`config.mk`:
```
export PLATFORM = sky130hd
export DESIGN_NAME = websocket_client_frame_parser_unit_flat
export DESIGN_NICKNAME = d
export VERILOG_FILES = /design/src/rtl/core/wscfp_pkg.sv /design/src/rtl/core/wscfp_in_if.sv /design/src/rtl/core/wscfp_out_if.sv /design/src/rtl/core/wscfp_in_reg.sv /design/src/rtl/core/wscfp_parser.sv /design/src/rtl/core/wscfp_out_reg.sv /design/src/rtl/core/websocket_client_frame_parser_unit.sv /design/src/flat_wrapper.sv
export VERILOG_INCLUDE_DIRS = /design/src /design/src/rtl/core
export SDC_FILE = /design/constraint.sdc
export NUM_CORES = 1
export LEC_CHECK = 0
export BUFFER_PORTS_ARGS = -buffer_cell sky130_fd_sc_hd__buf_2
export CAP_MARGIN = 25
export CORE_UTILIZATION = 40
export CTS_BUF_LIST = sky130_fd_sc_hd__clkbuf_2 sky130_fd_sc_hd__clkbuf_4 sky130_fd_sc_hd__clkbuf_8
export CTS_CLUSTER_DIAMETER = 150
export DETAILED_ROUTE_END_ITERATION = 16
export GPL_TIMING_DRIVEN = 1
export SLEW_MARGIN = 15
export SYNTH_ARGS = -nofsm -noshare
export SYNTH_HDL_FRONTEND = slang
export SYNTH_SLANG_ARGS = --single-unit
```
`constraint.sdc`:
```
create_clock -name i_clk -period 13.2 [get_ports i_clk]
set_clock_uncertainty 0.05 [all_clocks]
set_input_delay 2.64 -clock i_clk [delete_from_list [all_inputs] [get_ports i_clk]]
set_output_delay 2.64 -clock i_clk [all_outputs]
set_load 0.1 [all_outputs]
```
`src/rtl/core/websocket_client_frame_parser_unit_macros.svh`:
```
// ----------------------------------------------------------------------------
// Assertion macros for the WebSocket client frame parser
// Clocked concurrent checks, disabled while the active-low reset is asserted.
// ----------------------------------------------------------------------------
`ifndef WEBSOCKET_CLIENT_FRAME_PARSER_UNIT_MACROS_SVH
`define WEBSOCKET_CLIENT_FRAME_PARSER_UNIT_MACROS_SVH

// prop must hold at every edge outside reset
`define WSCFP_ASSERT(label, clk, rst_n, prop, msg) \
    label: assert property (@(posedge clk) disable iff (!rst_n) (prop)) else $error(msg);

// cond must never be seen outside reset
`define WSCFP_ASSERT_NEVER(label, clk, rst_n, cond, msg) \
    label: assert property (@(posedge clk) disable iff (!rst_n) !(cond)) else $error(msg);

`endif

```
`src/rtl/core/wscfp_pkg.sv`:
```
// ----------------------------------------------------------------------------
// WebSocket client frame parser package
// Shared types and constants: parse phases, frame status codes, result item.
// ----------------------------------------------------------------------------
package wscfp_pkg;

    typedef enum logic [2:0] {
        PH_HDR0,
        PH_HDR1,
        PH_EXTLEN,
        PH_MASK,
        PH_DATA
    } t_phase;

    typedef enum logic [1:0] {
        ST_DATA  = 2'd0,
        ST_CLOSE = 2'd1,
        ST_SKIP  = 2'd2,
        ST_ERROR = 2'd3
    } t_status;

    localparam logic [3:0] OP_TEXT   = 4'h1;
    localparam logic [3:0] OP_BINARY = 4'h2;
    localparam logic [3:0] OP_CLOSE  = 4'h8;

    localparam logic [6:0] LEN_CODE_16 = 7'd126;
    localparam logic [6:0] LEN_CODE_64 = 7'd127;

    // extended length and mask key byte counts, minus one
    localparam logic [2:0] EXT16_LEFT = 3'd1;
    localparam logic [2:0] EXT64_LEFT = 3'd7;
    localparam logic [2:0] MASK_LEFT  = 3'd3;

    typedef struct packed {
        logic        payload_valid;
        logic [7:0]  payload_byte;
        logic        payload_last;
        logic        frame_done;
        t_status     frame_status;
        logic [3:0]  frame_opcode;
        logic [63:0] frame_length;
    } t_result;

endpackage

```
`src/rtl/core/wscfp_in_if.sv`:
```
// ----------------------------------------------------------------------------
// Input byte channel
// Valid/ready channel carrying one raw stream byte per item.
// ----------------------------------------------------------------------------
interface wscfp_in_if;
    logic       valid;
    logic       ready;
    logic [7:0] in_byte;

    modport source (output valid, output in_byte, input ready);
    modport sink   (input valid, input in_byte, output ready);
endinterface

```
`src/rtl/core/wscfp_out_if.sv`:
```
// ----------------------------------------------------------------------------
// Result channel
// Valid/ready channel carrying payload bytes and frame status items.
// ----------------------------------------------------------------------------
interface wscfp_out_if;
    logic        valid;
    logic        ready;
    logic        payload_valid;
    logic [7:0]  payload_byte;
    logic        payload_last;
    logic        frame_done;
    logic [1:0]  frame_status;
    logic [3:0]  frame_opcode;
    logic [63:0] frame_length;

    modport source (
        output valid, output payload_valid, output payload_byte, output payload_last,
        output frame_done, output frame_status, output frame_opcode, output frame_length,
        input ready
    );
    modport sink (
        input valid, input payload_valid, input payload_byte, input payload_last,
        input frame_done, input frame_status, input frame_opcode, input frame_length,
        output ready
    );
endinterface

```
`src/rtl/core/wscfp_in_reg.sv`:
```
// ----------------------------------------------------------------------------
// Input register
// Holds one received byte until the parser consumes it.
// ----------------------------------------------------------------------------
module wscfp_in_reg (
    input  logic         i_clk,
    input  logic         i_rst_n,
    wscfp_in_if.sink     i_in,
    input  logic         i_take,
    output logic         o_valid,
    output logic [7:0]   o_byte
);

    logic       r_valid;
    logic [7:0] r_byte;
    logic       n_valid;
    logic       w_load;

    assign i_in.ready = !r_valid || i_take;
    assign w_load     = i_in.valid && i_in.ready;

    always_comb begin
        n_valid = r_valid;
        if (w_load) begin
            n_valid = 1'b1;
        end else if (i_take) begin
            n_valid = 1'b0;
        end
    end

    always_ff @(posedge i_clk) begin
        if (!i_rst_n) begin
            r_valid <= 1'b0;
        end else begin
            r_valid <= n_valid;
        end
    end

    always_ff @(posedge i_clk) begin
        if (w_load) begin
            r_byte <= i_in.in_byte;
        end
    end

    assign o_valid = r_valid;
    assign o_byte  = r_byte;

endmodule

```
`src/rtl/core/wscfp_parser.sv`:
```
// ----------------------------------------------------------------------------
// Frame parser
// Header decode, length and mask key capture, payload unmasking per byte.
// ----------------------------------------------------------------------------
`include "websocket_client_frame_parser_unit_macros.svh"

module wscfp_parser (
    input  logic              i_clk,
    input  logic              i_rst_n,
    input  logic              i_step,
    input  logic [7:0]        i_byte,
    output logic              o_has_result,
    output wscfp_pkg::t_result o_result
);

    wscfp_pkg::t_phase r_phase,  n_phase;
    logic              r_final,  n_final;
    logic [3:0]        r_opcode, n_opcode;
    logic [63:0]       r_len,    n_len;
    logic [63:0]       r_remain, n_remain;
    logic [2:0]        r_count,  n_count;
    logic [31:0]       r_key,    n_key;
    logic [1:0]        r_mpos,   n_mpos;
    logic              r_deliver, n_deliver;
    logic              r_halt,   n_halt;

    wscfp_pkg::t_status w_status;
    logic [7:0]         w_key_byte;
    logic [7:0]         w_plain;
    logic               w_last;
    logic [6:0]         w_code;

    always_comb begin
        if (r_opcode == wscfp_pkg::OP_CLOSE) begin
            w_status = wscfp_pkg::ST_CLOSE;
        end else if (r_final && (r_opcode == wscfp_pkg::OP_TEXT ||
                                 r_opcode == wscfp_pkg::OP_BINARY)) begin
            w_status = wscfp_pkg::ST_DATA;
        end else begin
            w_status = wscfp_pkg::ST_SKIP;
        end
    end

    // key bytes are used most significant first
    always_comb begin
        unique case (r_mpos)
            2'd0:    w_key_byte = r_key[31:24];
            2'd1:    w_key_byte = r_key[23:16];
            2'd2:    w_key_byte = r_key[15:8];
            default: w_key_byte = r_key[7:0];
        endcase
    end

    assign w_plain = i_byte ^ w_key_byte;
    assign w_last  = (r_remain[63:1] == 63'd0);
    assign w_code  = i_byte[6:0];

    always_comb begin
        n_phase   = r_phase;
        n_final   = r_final;
        n_opcode  = r_opcode;
        n_len     = r_len;
        n_remain  = r_remain;
        n_count   = r_count;
        n_key     = r_key;
        n_mpos    = r_mpos;
        n_deliver = r_deliver;
        n_halt    = r_halt;
        o_has_result = 1'b0;
        o_result     = '0;

        if (i_step && !r_halt) begin
            unique case (r_phase)
                wscfp_pkg::PH_HDR0: begin
                    n_final  = i_byte[7];
                    n_opcode = i_byte[3:0];
                    n_phase  = wscfp_pkg::PH_HDR1;
                end
                wscfp_pkg::PH_HDR1: begin
                    if (!i_byte[7]) begin
                        // unmasked client frame: report and stop
                        n_halt  = 1'b1;
                        n_phase = wscfp_pkg::PH_HDR0;
                        o_has_result          = 1'b1;
                        o_result.frame_done   = 1'b1;
                        o_result.frame_status = wscfp_pkg::ST_ERROR;
                        o_result.frame_opcode = r_opcode;
                    end else if (w_code == wscfp_pkg::LEN_CODE_16) begin
                        n_len   = '0;
                        n_count = wscfp_pkg::EXT16_LEFT;
                        n_phase = wscfp_pkg::PH_EXTLEN;
                    end else if (w_code == wscfp_pkg::LEN_CODE_64) begin
                        n_len   = '0;
                        n_count = wscfp_pkg::EXT64_LEFT;
                        n_phase = wscfp_pkg::PH_EXTLEN;
                    end else begin
                        n_len   = {57'd0, w_code};
                        n_count = wscfp_pkg::MASK_LEFT;
                        n_key   = '0;
                        n_phase = wscfp_pkg::PH_MASK;
                    end
                end
                wscfp_pkg::PH_EXTLEN: begin
                    n_len = {r_len[55:0], i_byte};
                    if (r_count == 3'd0) begin
                        n_count = wscfp_pkg::MASK_LEFT;
                        n_key   = '0;
                        n_phase = wscfp_pkg::PH_MASK;
                    end else begin
                        n_count = r_count - 3'd1;
                    end
                end
                wscfp_pkg::PH_MASK: begin
                    n_key = {r_key[23:0], i_byte};
                    if (r_count != 3'd0) begin
                        n_count = r_count - 3'd1;
                    end else begin
                        n_deliver = (w_status == wscfp_pkg::ST_DATA);
                        n_mpos    = 2'd0;
                        n_remain  = r_len;
                        if (r_len == 64'd0) begin
                            n_phase = wscfp_pkg::PH_HDR0;
                            o_has_result          = 1'b1;
                            o_result.frame_done   = 1'b1;
                            o_result.frame_status = w_status;
                            o_result.frame_opcode = r_opcode;
                        end else begin
                            n_phase = wscfp_pkg::PH_DATA;
                        end
                    end
                end
                wscfp_pkg::PH_DATA: begin
                    n_mpos   = r_mpos + 2'd1;
                    n_remain = w_last ? 64'd0 : r_remain - 64'd1;
                    if (w_last) begin
                        n_phase = wscfp_pkg::PH_HDR0;
                        o_has_result          = 1'b1;
                        o_result.frame_done   = 1'b1;
                        o_result.frame_opcode = r_opcode;
                        o_result.frame_length = r_len;
                        if (r_deliver) begin
                            o_result.payload_valid = 1'b1;
                            o_result.payload_byte  = w_plain;
                            o_result.payload_last  = 1'b1;
                            o_result.frame_status  = wscfp_pkg::ST_DATA;
                        end else begin
                            o_result.frame_status  = w_status;
                        end
                    end else if (r_deliver) begin
                        o_has_result           = 1'b1;
                        o_result.payload_valid = 1'b1;
                        o_result.payload_byte  = w_plain;
                    end
                end
                default: begin
                    n_phase = wscfp_pkg::PH_HDR0;
                end
            endcase
        end
    end

    always_ff @(posedge i_clk) begin
        if (!i_rst_n) begin
            r_phase   <= wscfp_pkg::PH_HDR0;
            r_final   <= 1'b0;
            r_opcode  <= '0;
            r_len     <= '0;
            r_remain  <= '0;
            r_count   <= '0;
            r_key     <= '0;
            r_mpos    <= '0;
            r_deliver <= 1'b0;
            r_halt    <= 1'b0;
        end else begin
            r_phase   <= n_phase;
            r_final   <= n_final;
            r_opcode  <= n_opcode;
            r_len     <= n_len;
            r_remain  <= n_remain;
            r_count   <= n_count;
            r_key     <= n_key;
            r_mpos    <= n_mpos;
            r_deliver <= n_deliver;
            r_halt    <= n_halt;
        end
    end

    `WSCFP_ASSERT(a_halt_sticks, i_clk, i_rst_n, r_halt |=> r_halt, "halt flag dropped")
    `WSCFP_ASSERT(a_error_halts, i_clk, i_rst_n,
        (o_has_result && o_result.frame_status == wscfp_pkg::ST_ERROR) |=> r_halt,
        "error status without halt")
    `WSCFP_ASSERT_NEVER(a_halt_silent, i_clk, i_rst_n, r_halt && o_has_result,
        "result produced while halted")
    `WSCFP_ASSERT_NEVER(a_data_nonempty, i_clk, i_rst_n,
        r_phase == wscfp_pkg::PH_DATA && r_remain == 64'd0,
        "payload phase with nothing left")
    `WSCFP_ASSERT_NEVER(a_payload_gated, i_clk, i_rst_n,
        o_result.payload_valid && !r_deliver, "payload from a dropped frame")

endmodule

```
`src/rtl/core/wscfp_out_reg.sv`:
```
// ----------------------------------------------------------------------------
// Result register
// Holds one result item for the receiver; frees itself as it is taken.
// ----------------------------------------------------------------------------
module wscfp_out_reg (
    input  logic               i_clk,
    input  logic               i_rst_n,
    input  logic               i_load,
    input  wscfp_pkg::t_result i_result,
    output logic               o_space,
    wscfp_out_if.source        o_out
);

    logic               r_valid;
    logic               n_valid;
    wscfp_pkg::t_result r_data;

    assign o_space = !r_valid || o_out.ready;

    always_comb begin
        n_valid = r_valid;
        if (i_load) begin
            n_valid = 1'b1;
        end else if (o_out.ready) begin
            n_valid = 1'b0;
        end
    end

    always_ff @(posedge i_clk) begin
        if (!i_rst_n) begin
            r_valid <= 1'b0;
        end else begin
            r_valid <= n_valid;
        end
    end

    always_ff @(posedge i_clk) begin
        if (i_load) begin
            r_data <= i_result;
        end
    end

    assign o_out.valid         = r_valid;
    assign o_out.payload_valid = r_data.payload_valid;
    assign o_out.payload_byte  = r_data.payload_byte;
    assign o_out.payload_last  = r_data.payload_last;
    assign o_out.frame_done    = r_data.frame_done;
    assign o_out.frame_status  = r_data.frame_status;
    assign o_out.frame_opcode  = r_data.frame_opcode;
    assign o_out.frame_length  = r_data.frame_length;

endmodule

```
`src/rtl/core/websocket_client_frame_parser_unit.sv`:
```
// ----------------------------------------------------------------------------
// WebSocket client frame parser
// Parses a client-to-server frame stream one byte per item and unmasks payload.
// ----------------------------------------------------------------------------
// i_frame carries one raw stream byte per item. o_result carries at most one
// item per input byte: an unmasked payload byte of a final text or binary
// frame, and/or the frame status (frame_done) that closes every frame.
// Header, length and mask-key bytes produce no item but the status of an
// unmasked or empty frame; undelivered payload bytes but the last give none.
// Items pass the input register, parser and result register. Throughput: one
// byte per cycle unless the receiver stalls; each byte is a single header step
// or one XOR plus the 64-bit remaining-count decrement, all in one register
// stage. On a stall the result register holds its item and the input register
// takes one more byte; then i_frame.ready drops until o_result moves.
// Reset clears all parse state; the parser waits for the first header byte.
// An unmasked frame yields an error status, after which every byte is
// accepted and discarded until the next reset.
// ----------------------------------------------------------------------------
module websocket_client_frame_parser_unit (
    input  logic         i_clk,
    input  logic         i_rst_n,
    wscfp_in_if.sink     i_frame,
    wscfp_out_if.source  o_result
);

    logic               w_in_valid;
    logic [7:0]         w_in_byte;
    logic               w_space;
    logic               w_step;
    logic               w_has_result;
    wscfp_pkg::t_result w_result;

    assign w_step = w_in_valid && w_space;

    wscfp_in_reg u_in_reg (
        .i_clk   (i_clk),
        .i_rst_n (i_rst_n),
        .i_in    (i_frame),
        .i_take  (w_step),
        .o_valid (w_in_valid),
        .o_byte  (w_in_byte)
    );

    wscfp_parser u_parser (
        .i_clk        (i_clk),
        .i_rst_n      (i_rst_n),
        .i_step       (w_step),
        .i_byte       (w_in_byte),
        .o_has_result (w_has_result),
        .o_result     (w_result)
    );

    wscfp_out_reg u_out_reg (
        .i_clk    (i_clk),
        .i_rst_n  (i_rst_n),
        .i_load   (w_has_result),
        .i_result (w_result),
        .o_space  (w_space),
        .o_out    (o_result)
    );

endmodule
```
`src/flat_wrapper.sv`:
```
// flat-port wrapper written by rule: the top's interface ports become plain ports
module websocket_client_frame_parser_unit_flat 
  (i_clk, i_rst_n, i_frame_valid, i_frame_in_byte, i_frame_ready, o_result_valid, o_result_payload_valid, o_result_payload_byte, o_result_payload_last, o_result_frame_done, o_result_frame_status, o_result_frame_opcode, o_result_frame_length, o_result_ready);
  wscfp_in_if i_frame_i ();
  wscfp_out_if o_result_i ();
  input  logic i_clk;
  input  logic i_rst_n;
  input wire logic [$bits(i_frame_i.valid)-1:0] i_frame_valid;
  input wire logic [$bits(i_frame_i.in_byte)-1:0] i_frame_in_byte;
  output wire logic [$bits(i_frame_i.ready)-1:0] i_frame_ready;
  output wire logic [$bits(o_result_i.valid)-1:0] o_result_valid;
  output wire logic [$bits(o_result_i.payload_valid)-1:0] o_result_payload_valid;
  output wire logic [$bits(o_result_i.payload_byte)-1:0] o_result_payload_byte;
  output wire logic [$bits(o_result_i.payload_last)-1:0] o_result_payload_last;
  output wire logic [$bits(o_result_i.frame_done)-1:0] o_result_frame_done;
  output wire logic [$bits(o_result_i.frame_status)-1:0] o_result_frame_status;
  output wire logic [$bits(o_result_i.frame_opcode)-1:0] o_result_frame_opcode;
  output wire logic [$bits(o_result_i.frame_length)-1:0] o_result_frame_length;
  input wire logic [$bits(o_result_i.ready)-1:0] o_result_ready;
  assign i_frame_i.valid = i_frame_valid;
  assign i_frame_i.in_byte = i_frame_in_byte;
  assign i_frame_ready = i_frame_i.ready;
  assign o_result_valid = o_result_i.valid;
  assign o_result_payload_valid = o_result_i.payload_valid;
  assign o_result_payload_byte = o_result_i.payload_byte;
  assign o_result_payload_last = o_result_i.payload_last;
  assign o_result_frame_done = o_result_i.frame_done;
  assign o_result_frame_status = o_result_i.frame_status;
  assign o_result_frame_opcode = o_result_i.frame_opcode;
  assign o_result_frame_length = o_result_i.frame_length;
  assign o_result_i.ready = o_result_ready;
  websocket_client_frame_parser_unit u_core (.i_clk(i_clk), .i_rst_n(i_rst_n), .i_frame(i_frame_i), .o_result(o_result_i));
endmodule
```
; ---- Word-level counts from Yosys, hierarchy flattened
; Index checks and enable logic that the tools add are counted.
; W data, S select, Z words.
[classes]
bitwise_logic = 3
n_eq_ne = 18
reduce_logical = 32
n_addsub = 3
muxes = 51
[op_table]
columns = cell, count
row1 = $pmux W64 S2, 2
row2 = $mux W64, 3
row3 = $mux W32, 4
row4 = $pmux W32 S3, 1
row5 = $mux W71, 1
row6 = $logic_not A64 Y1, 1
row7 = $sub A64 B1 Y64 const B, 1
row8 = $logic_not A63 Y1, 1
row9 = $mux W7, 5
row10 = $mux W3, 9
row11 = $pmux W8 S3, 1
row12 = $pmux W7 S3, 1
row13 = $mux W9, 2
row14 = $pmux W3 S5, 1
row15 = $reduce_and A3 Y1, 5
row16 = $eq A7 B7 Y1 const B, 2
row17 = $mux W1, 12
row18 = $ne A2 B2 Y1 const B, 6
row19 = $mux W10, 1
row20 = $mux W2, 5
row21 = $pmux W3 S3, 1
row22 = $reduce_and A4 Y1, 2
row23 = $reduce_bool A2 Y1, 4
row24 = $xor A8 B8 Y8, 1
row25 = 22 further kinds, 35
[word_totals]
register_bits = 266
wordCells = 127
out_inout_bits = 83
input_bits = 12

; ---- Longest topological paths before layout
[depth]
word_depth = 8
ltp_mapped = 10
depth_no_buf = 8

; ---- Hierarchy
; Synthesis repeated with hierarchy kept, for this count alone.
[hier_totals]
cells_unflattened = 1325
hier_area_um2 = 12204.2
[by_module_without_submodules]
columns = module, seq_area_each_um2, cells_per_inst, n_inst, area_per_inst_um2
row1 = wscfp_parser, 3503.4, 1226, 1, 9419.0
row2 = wscfp_out_reg, 2452.4, 85, 1, 2481.1
row3 = wscfp_in_reg, 260.2, 13, 1, 297.8
row4 = websocket_client_frame_parser_unit, 0.0, 1, 1, 6.3

; ---- Least setup slack after synthesis
; OpenSTA, ideal clock, no wires.
[synth_timing]
path_kind = input to register
from = input port o_result_ready
to = register u_core.u_out_reg.r_data, in the netlist u_core.u_out_reg.o_out.frame_done (enable)
path_buffers = 1
arrival_ns = 5.613
stages = 6
slack_ns = 7.084
required_ns = 12.697
setup_ns = 0.453
cell_sequence = nand2b_1 -> nand3b_1 -> clkbuf_1 -> a21oi_1 -> a21boi_1 -> nand2b_1
[synth_between]
elab_chain_cells = 4
[synth_rtl]
columns = element, line
row1 = "start, declared", flat_wrapper.sv:19  ; input wire logic [$bits(o_result_i.ready)-1:0] o_result_ready;
row2 = $logic_or A1 B1 Y1, wscfp_out_reg.sv:18  ; assign o_space = !r_valid || o_out.ready;
row3 = $logic_and A1 B1 Y1, websocket_client_frame_parser_unit.sv:33  ; assign w_step = w_in_valid && w_space;
row4 = $logic_and A1 B1 Y1, wscfp_parser.sv:72  ; if (i_step && !r_halt) begin
row5 = $mux W1, wscfp_parser.sv:72
row6 = via u_core.u_out_reg.i_load, wscfp_out_reg.sv:8  ; input logic i_load,
row7 = "end signal, assigned", wscfp_out_reg.sv:39  ; r_data <= i_result;
row8 = "end, declared", wscfp_out_reg.sv:16  ; wscfp_pkg::t_result r_data;
; The timed path passes the listed nets, and every way through them passes these cells.
; A chain may end at the register's enable or synchronous reset.

; ---- Worst setup path in the final report
[layout_timing]
from = input port o_result_ready
to = output port i_frame_ready
[layout_between]
elab_chain_cells = 3
[layout_rtl]
columns = element, line
row1 = $logic_or A1 B1 Y1, wscfp_out_reg.sv:18
row2 = $logic_and A1 B1 Y1, websocket_client_frame_parser_unit.sv:33
row3 = $logic_or A1 B1 Y1, wscfp_in_reg.sv:19  ; assign i_in.ready = !r_valid || i_take;
row4 = "end, declared", flat_wrapper.sv:10  ; output wire logic [$bits(i_frame_i.ready)-1:0] i_frame_ready;
; No other way between the ends.

==> results.py <==
metrics = {
    "detailed_routing": {
        "remaining_drc_errors": 0,
        "antenna_left": 0,
        "avgRoutedWirePerCell_um": 19.96,
        "routed_wirelength_mm": 35.91,
        "drtIter0Drc": 956,
        "vias_per_cell": 5.903,
        "vias": 10620,
        "dr.pass1.iters": 7,
    },
    "setup_path": {
        "path_class": "primary input to output port",
        "crit_path_top_delay_cell": "buf_2",
        "cp_slowest_stage_delay_ps": 300,
        "startpoint_type": "primary input",
        "crit_path_end_kind": "output port",
        "crit_fanout": 4,
        "cp_common_cell": "buf_2",
        "cp.required_ps": 10510,
        "crit_chain": "buf_2, nor2b_1, nand2_1, buf_2",
        "arrival_ps": 3390,
    },
    "clocking": {
        "clk_path_buf_depth": 3,
        "clk_pin_slew_ps": 50,
        "cts_tree": "built",
        "postCtsHoldBufs": 0,
        "htree_levels": 2,
        "insertion_delay_ps": 570,
        "cts_num_sinks": 266,
        "cts_resized": 0,
        "cts_root_buffer": "clkbuf_8",
        "cts_made_buffers": 46,
        "post_cts_buffers": 0,
    },
    "die": {
        "die-area_um2": 31280,
        "die_h_um": 176.9,
        "core.rowCount": 63,
        "start_util_pct": 40.93,
        "io_pins": 95,
        "core_um2": 29870,
        "fp.dieW_um": 176.9,
    },
    "timing": {
        "tns_ps": 0,
        "rsz0062_at_grt": "false",
        "post-route-period-util_pct": 46.05,
        "maxSlewHeadroom_pct": 32.60,
        "fmax_mhz": 164.5,
        "hold_ws_ps": 401.0,
        "maxSlewViolCount": 0,
        "worst_pin_slew_ps": 1003,
        "finalHoldViolCount": 0,
        "setup_violations": 0,
        "period_needed_ps": 6079,
    },
    "grt": {
        "antenna_found_initial": 0,
        "grtUsageTotal_pct": 22.80,
        "grt_pass1_vias": 10070,
        "gr-total-overflow": 0,
        "grt_pass1_wl_mm": 56.46,
        "grt_max_degree": 99,
    },
    "cells_and_area": {
        "drive_above_1_share_pct": 16.04,
        "nNetsFinal": 1390,
        "syn_to_final_growth_pct": 14.30,
        "final_util_pct": 46.79,
        "antenna_cells": 0,
        "final_cell_area_um2": 13980,
    },
    "placed_design": {
        "dpl_cell_area_um2": 13000,
        "io_buffers": 94,
        "gp_congestion": 0.8810,
        "dp_hpwl_mm": 22.53,
    },
    "pwr": {
        "combPwrFrac_pct": 2.6,
        "clock_power_share_pct": 45.8,
        "p_sw_share_pct": 22.69,
        "power_leakage_nw": 5.486,
        "switchingPower_mw": 0.3756,
        "p_per_area_nw_per_um2": 118.4,
        "cellInternalPower_mw": 1.280,
        "irDropWorstVdd_uv": 91.47,
        "power_frac_seq_pct": 51.6,
    },
    "flow_run": {
        "maxCapViolations": 0,
    },
    "logic_synthesis": {
        "postSynthAreaPerCell_um2": 9.378,
        "ys_top_cells_by_area": "dfxtp_1 (29%), edfxtp_1 (22%), a22oi_1 (4.3%), a21oi_1 (4.0%), nor2_1 (4.0%)",
        "syn_inst": 1304,
        "syn-cell-area_um2": 12230,
        "synth.top_cell.area_share_pct": 28.97,
        "ys_ff_latch": 266,
        "yosys_most_used_dff": "dfxtp_1",
        "async_flop_share_pct": 0,
        "ys_top_cells_by_count": "dfxtp_1 (177), nor2_1 (130), nand2_1 (107), a21oi_1 (98), edfxtp_1 (89)",
        "syn_nets": 1323,
        "yosysTopAreaCell": "dfxtp_1",
        "synth-edff-count": 89,
        "ys.warnings.count": 0,
        "seq_area_frac_synth_pct": 50.83,
        "synth.distinct_cells": 72,
        "synth_most_common_cell": "dfxtp_1",
    },
    "worst_hold_path": {
        "hold_path_class": "flip-flop to flip-flop",
    },
    "run_status": {
        "status": "complete, no violations",
    },
}
==> worst max-delay path, delay by kind of cell <==
family | cells | cell delay (ps)
buf+inv | 2 | 410
simple gates | 2 | 330
==> cell usage in the layout, fill, tap and decap left out, types with 5 or more instances in the layout <==
master	Yosys	routed
nand3_1	64	64
and2_1	72	72
o311ai_0	5	5
xor2_1	7	7
a211oi_1	10	10
clkbuf_4	0	20
nor4_1	46	45
o22ai_1	14	14
nor4_2	4	5
nand2b_1	8	7
o21ai_0	44	44
edfxtp_1	89	89
nand2_1	107	107
a22oi_1	70	70
a32oi_1	17	17
a21oi_1	98	97
nor3_1	32	31
buf_4	0	16
buf_2	7	94
dfxtp_1	177	177
or3_1	7	7
xnor2_1	15	15
o21a_1	14	14
and3_1	9	9
inv_1	15	14
mux2i_1	8	8
o31a_1	5	5
or4_1	14	14
clkbuf_8	0	53
nand4_1	19	19
clkinv_1	0	10
nor2_1	130	130
a222oi_1	8	8
nor4_4	6	6
ha_1	7	7
a31oi_1	17	17
==> power by group through the flow <==
stage / combinational [mW] / sequential (mW) / clock (mW)
after floorplan: 0.0295 / 0.868 / 0
after global routing: 0.0468 / 0.854 / 0.812
after detailed placement: 0.0415 / 0.871 / 0
after CTS: 0.0418 / 0.853 / 0.776
after global placement: 0.0409 / 0.871 / 0
final: 0.0431 / 0.853 / 0.759
==> path summary, 6_finish.rpt <==
| path | slack (ps) | endpoint | from | cells past startpoint |
|---|---|---|---|---|
| worst min-delay path | 400 | u_core.u_parser.r_key[30] | u_core.u_parser.r_key[30] | 2 |
| worst max-delay path | 7120 | i_frame_ready | o_result_ready | 4 |
| worst max register to register | 9080 | u_core.u_out_reg.o_out.frame_length[24] | u_core.u_parser.r_len[43] | 7 |
| worst min register to register | 400 | u_core.u_parser.r_key[30] | u_core.u_parser.r_key[30] | 2 |
==> sequential cells by signal (all words and copies together), names as in the netlist <==
register                              flops
u_core.u_out_reg.o_out.frame_length      64
u_core.u_parser.r_len                    64
u_core.u_parser.r_remain                 64
u_core.u_parser.r_key                    32
u_core.u_in_reg.o_byte                    8
u_core.u_out_reg.o_out.payload_byte       8
u_core.u_out_reg.o_out.frame_opcode       4
u_core.u_parser.r_opcode                  4
u_core.u_parser.r_count                   3
u_core.u_parser.r_phase                   3
u_core.u_out_reg.o_out.frame_status       2
u_core.u_parser.r_mpos                    2
u_core.u_in_reg.o_valid                   1
u_core.u_out_reg.o_out.frame_done         1
u_core.u_out_reg.o_out.payload_last       1
u_core.u_out_reg.o_out.payload_valid      1
u_core.u_out_reg.o_out.valid              1
u_core.u_parser.r_deliver                 1
u_core.u_parser.r_final                   1
u_core.u_parser.r_halt                    1
==> per-layer routing <==
metal | share of wire, % | vias up | global-route usage [%]
met1 | 44 | 5175 | 30.43
met3 | 5.6 | 72 | 3.200
met4 | 2.9 | 0 | 8.549
met5 | 0 | - | 0
li1 | - | 5016 | -
met2 | 48 | 356 | 37.35
==> cells by family after synthesis <==
family          count (synthesis)  share of synthesized area [%]
simple gates                  546                          23.66
compound gates                343                          18.62
flops                         266                          50.83
buf+inv                       111                          3.847
xor+xnor                       22                          1.576
mux                             9                         0.7469
fa+ha+maj                       7                         0.7162
==> final cells by class <==
class | instances | area [um^2]
Fill cell | 2902 | 15900
Sequential cell | 266 | 6216
Multi-Input combinational cell | 927 | 5583
Clock buffer | 73 | 879.6
Timing Repair Buffer | 115 | 700.7
Tap cell | 390 | 488.0
Inverter | 15 | 58.81
Clock inverter | 13 | 52.55
==> stage by stage <==
stage                     cells  setup slack [ps]  power, mW
after floorplan            1304              7084     0.8972
after global placement     1707              7070     0.9119
after detailed placement   1710              7118     0.9126
after CTS                  1796              7113      1.671
after global routing       1799              7022      1.712
final                      1799              7121      1.655
Note: power is estimated with default switching activity, not from simulation.
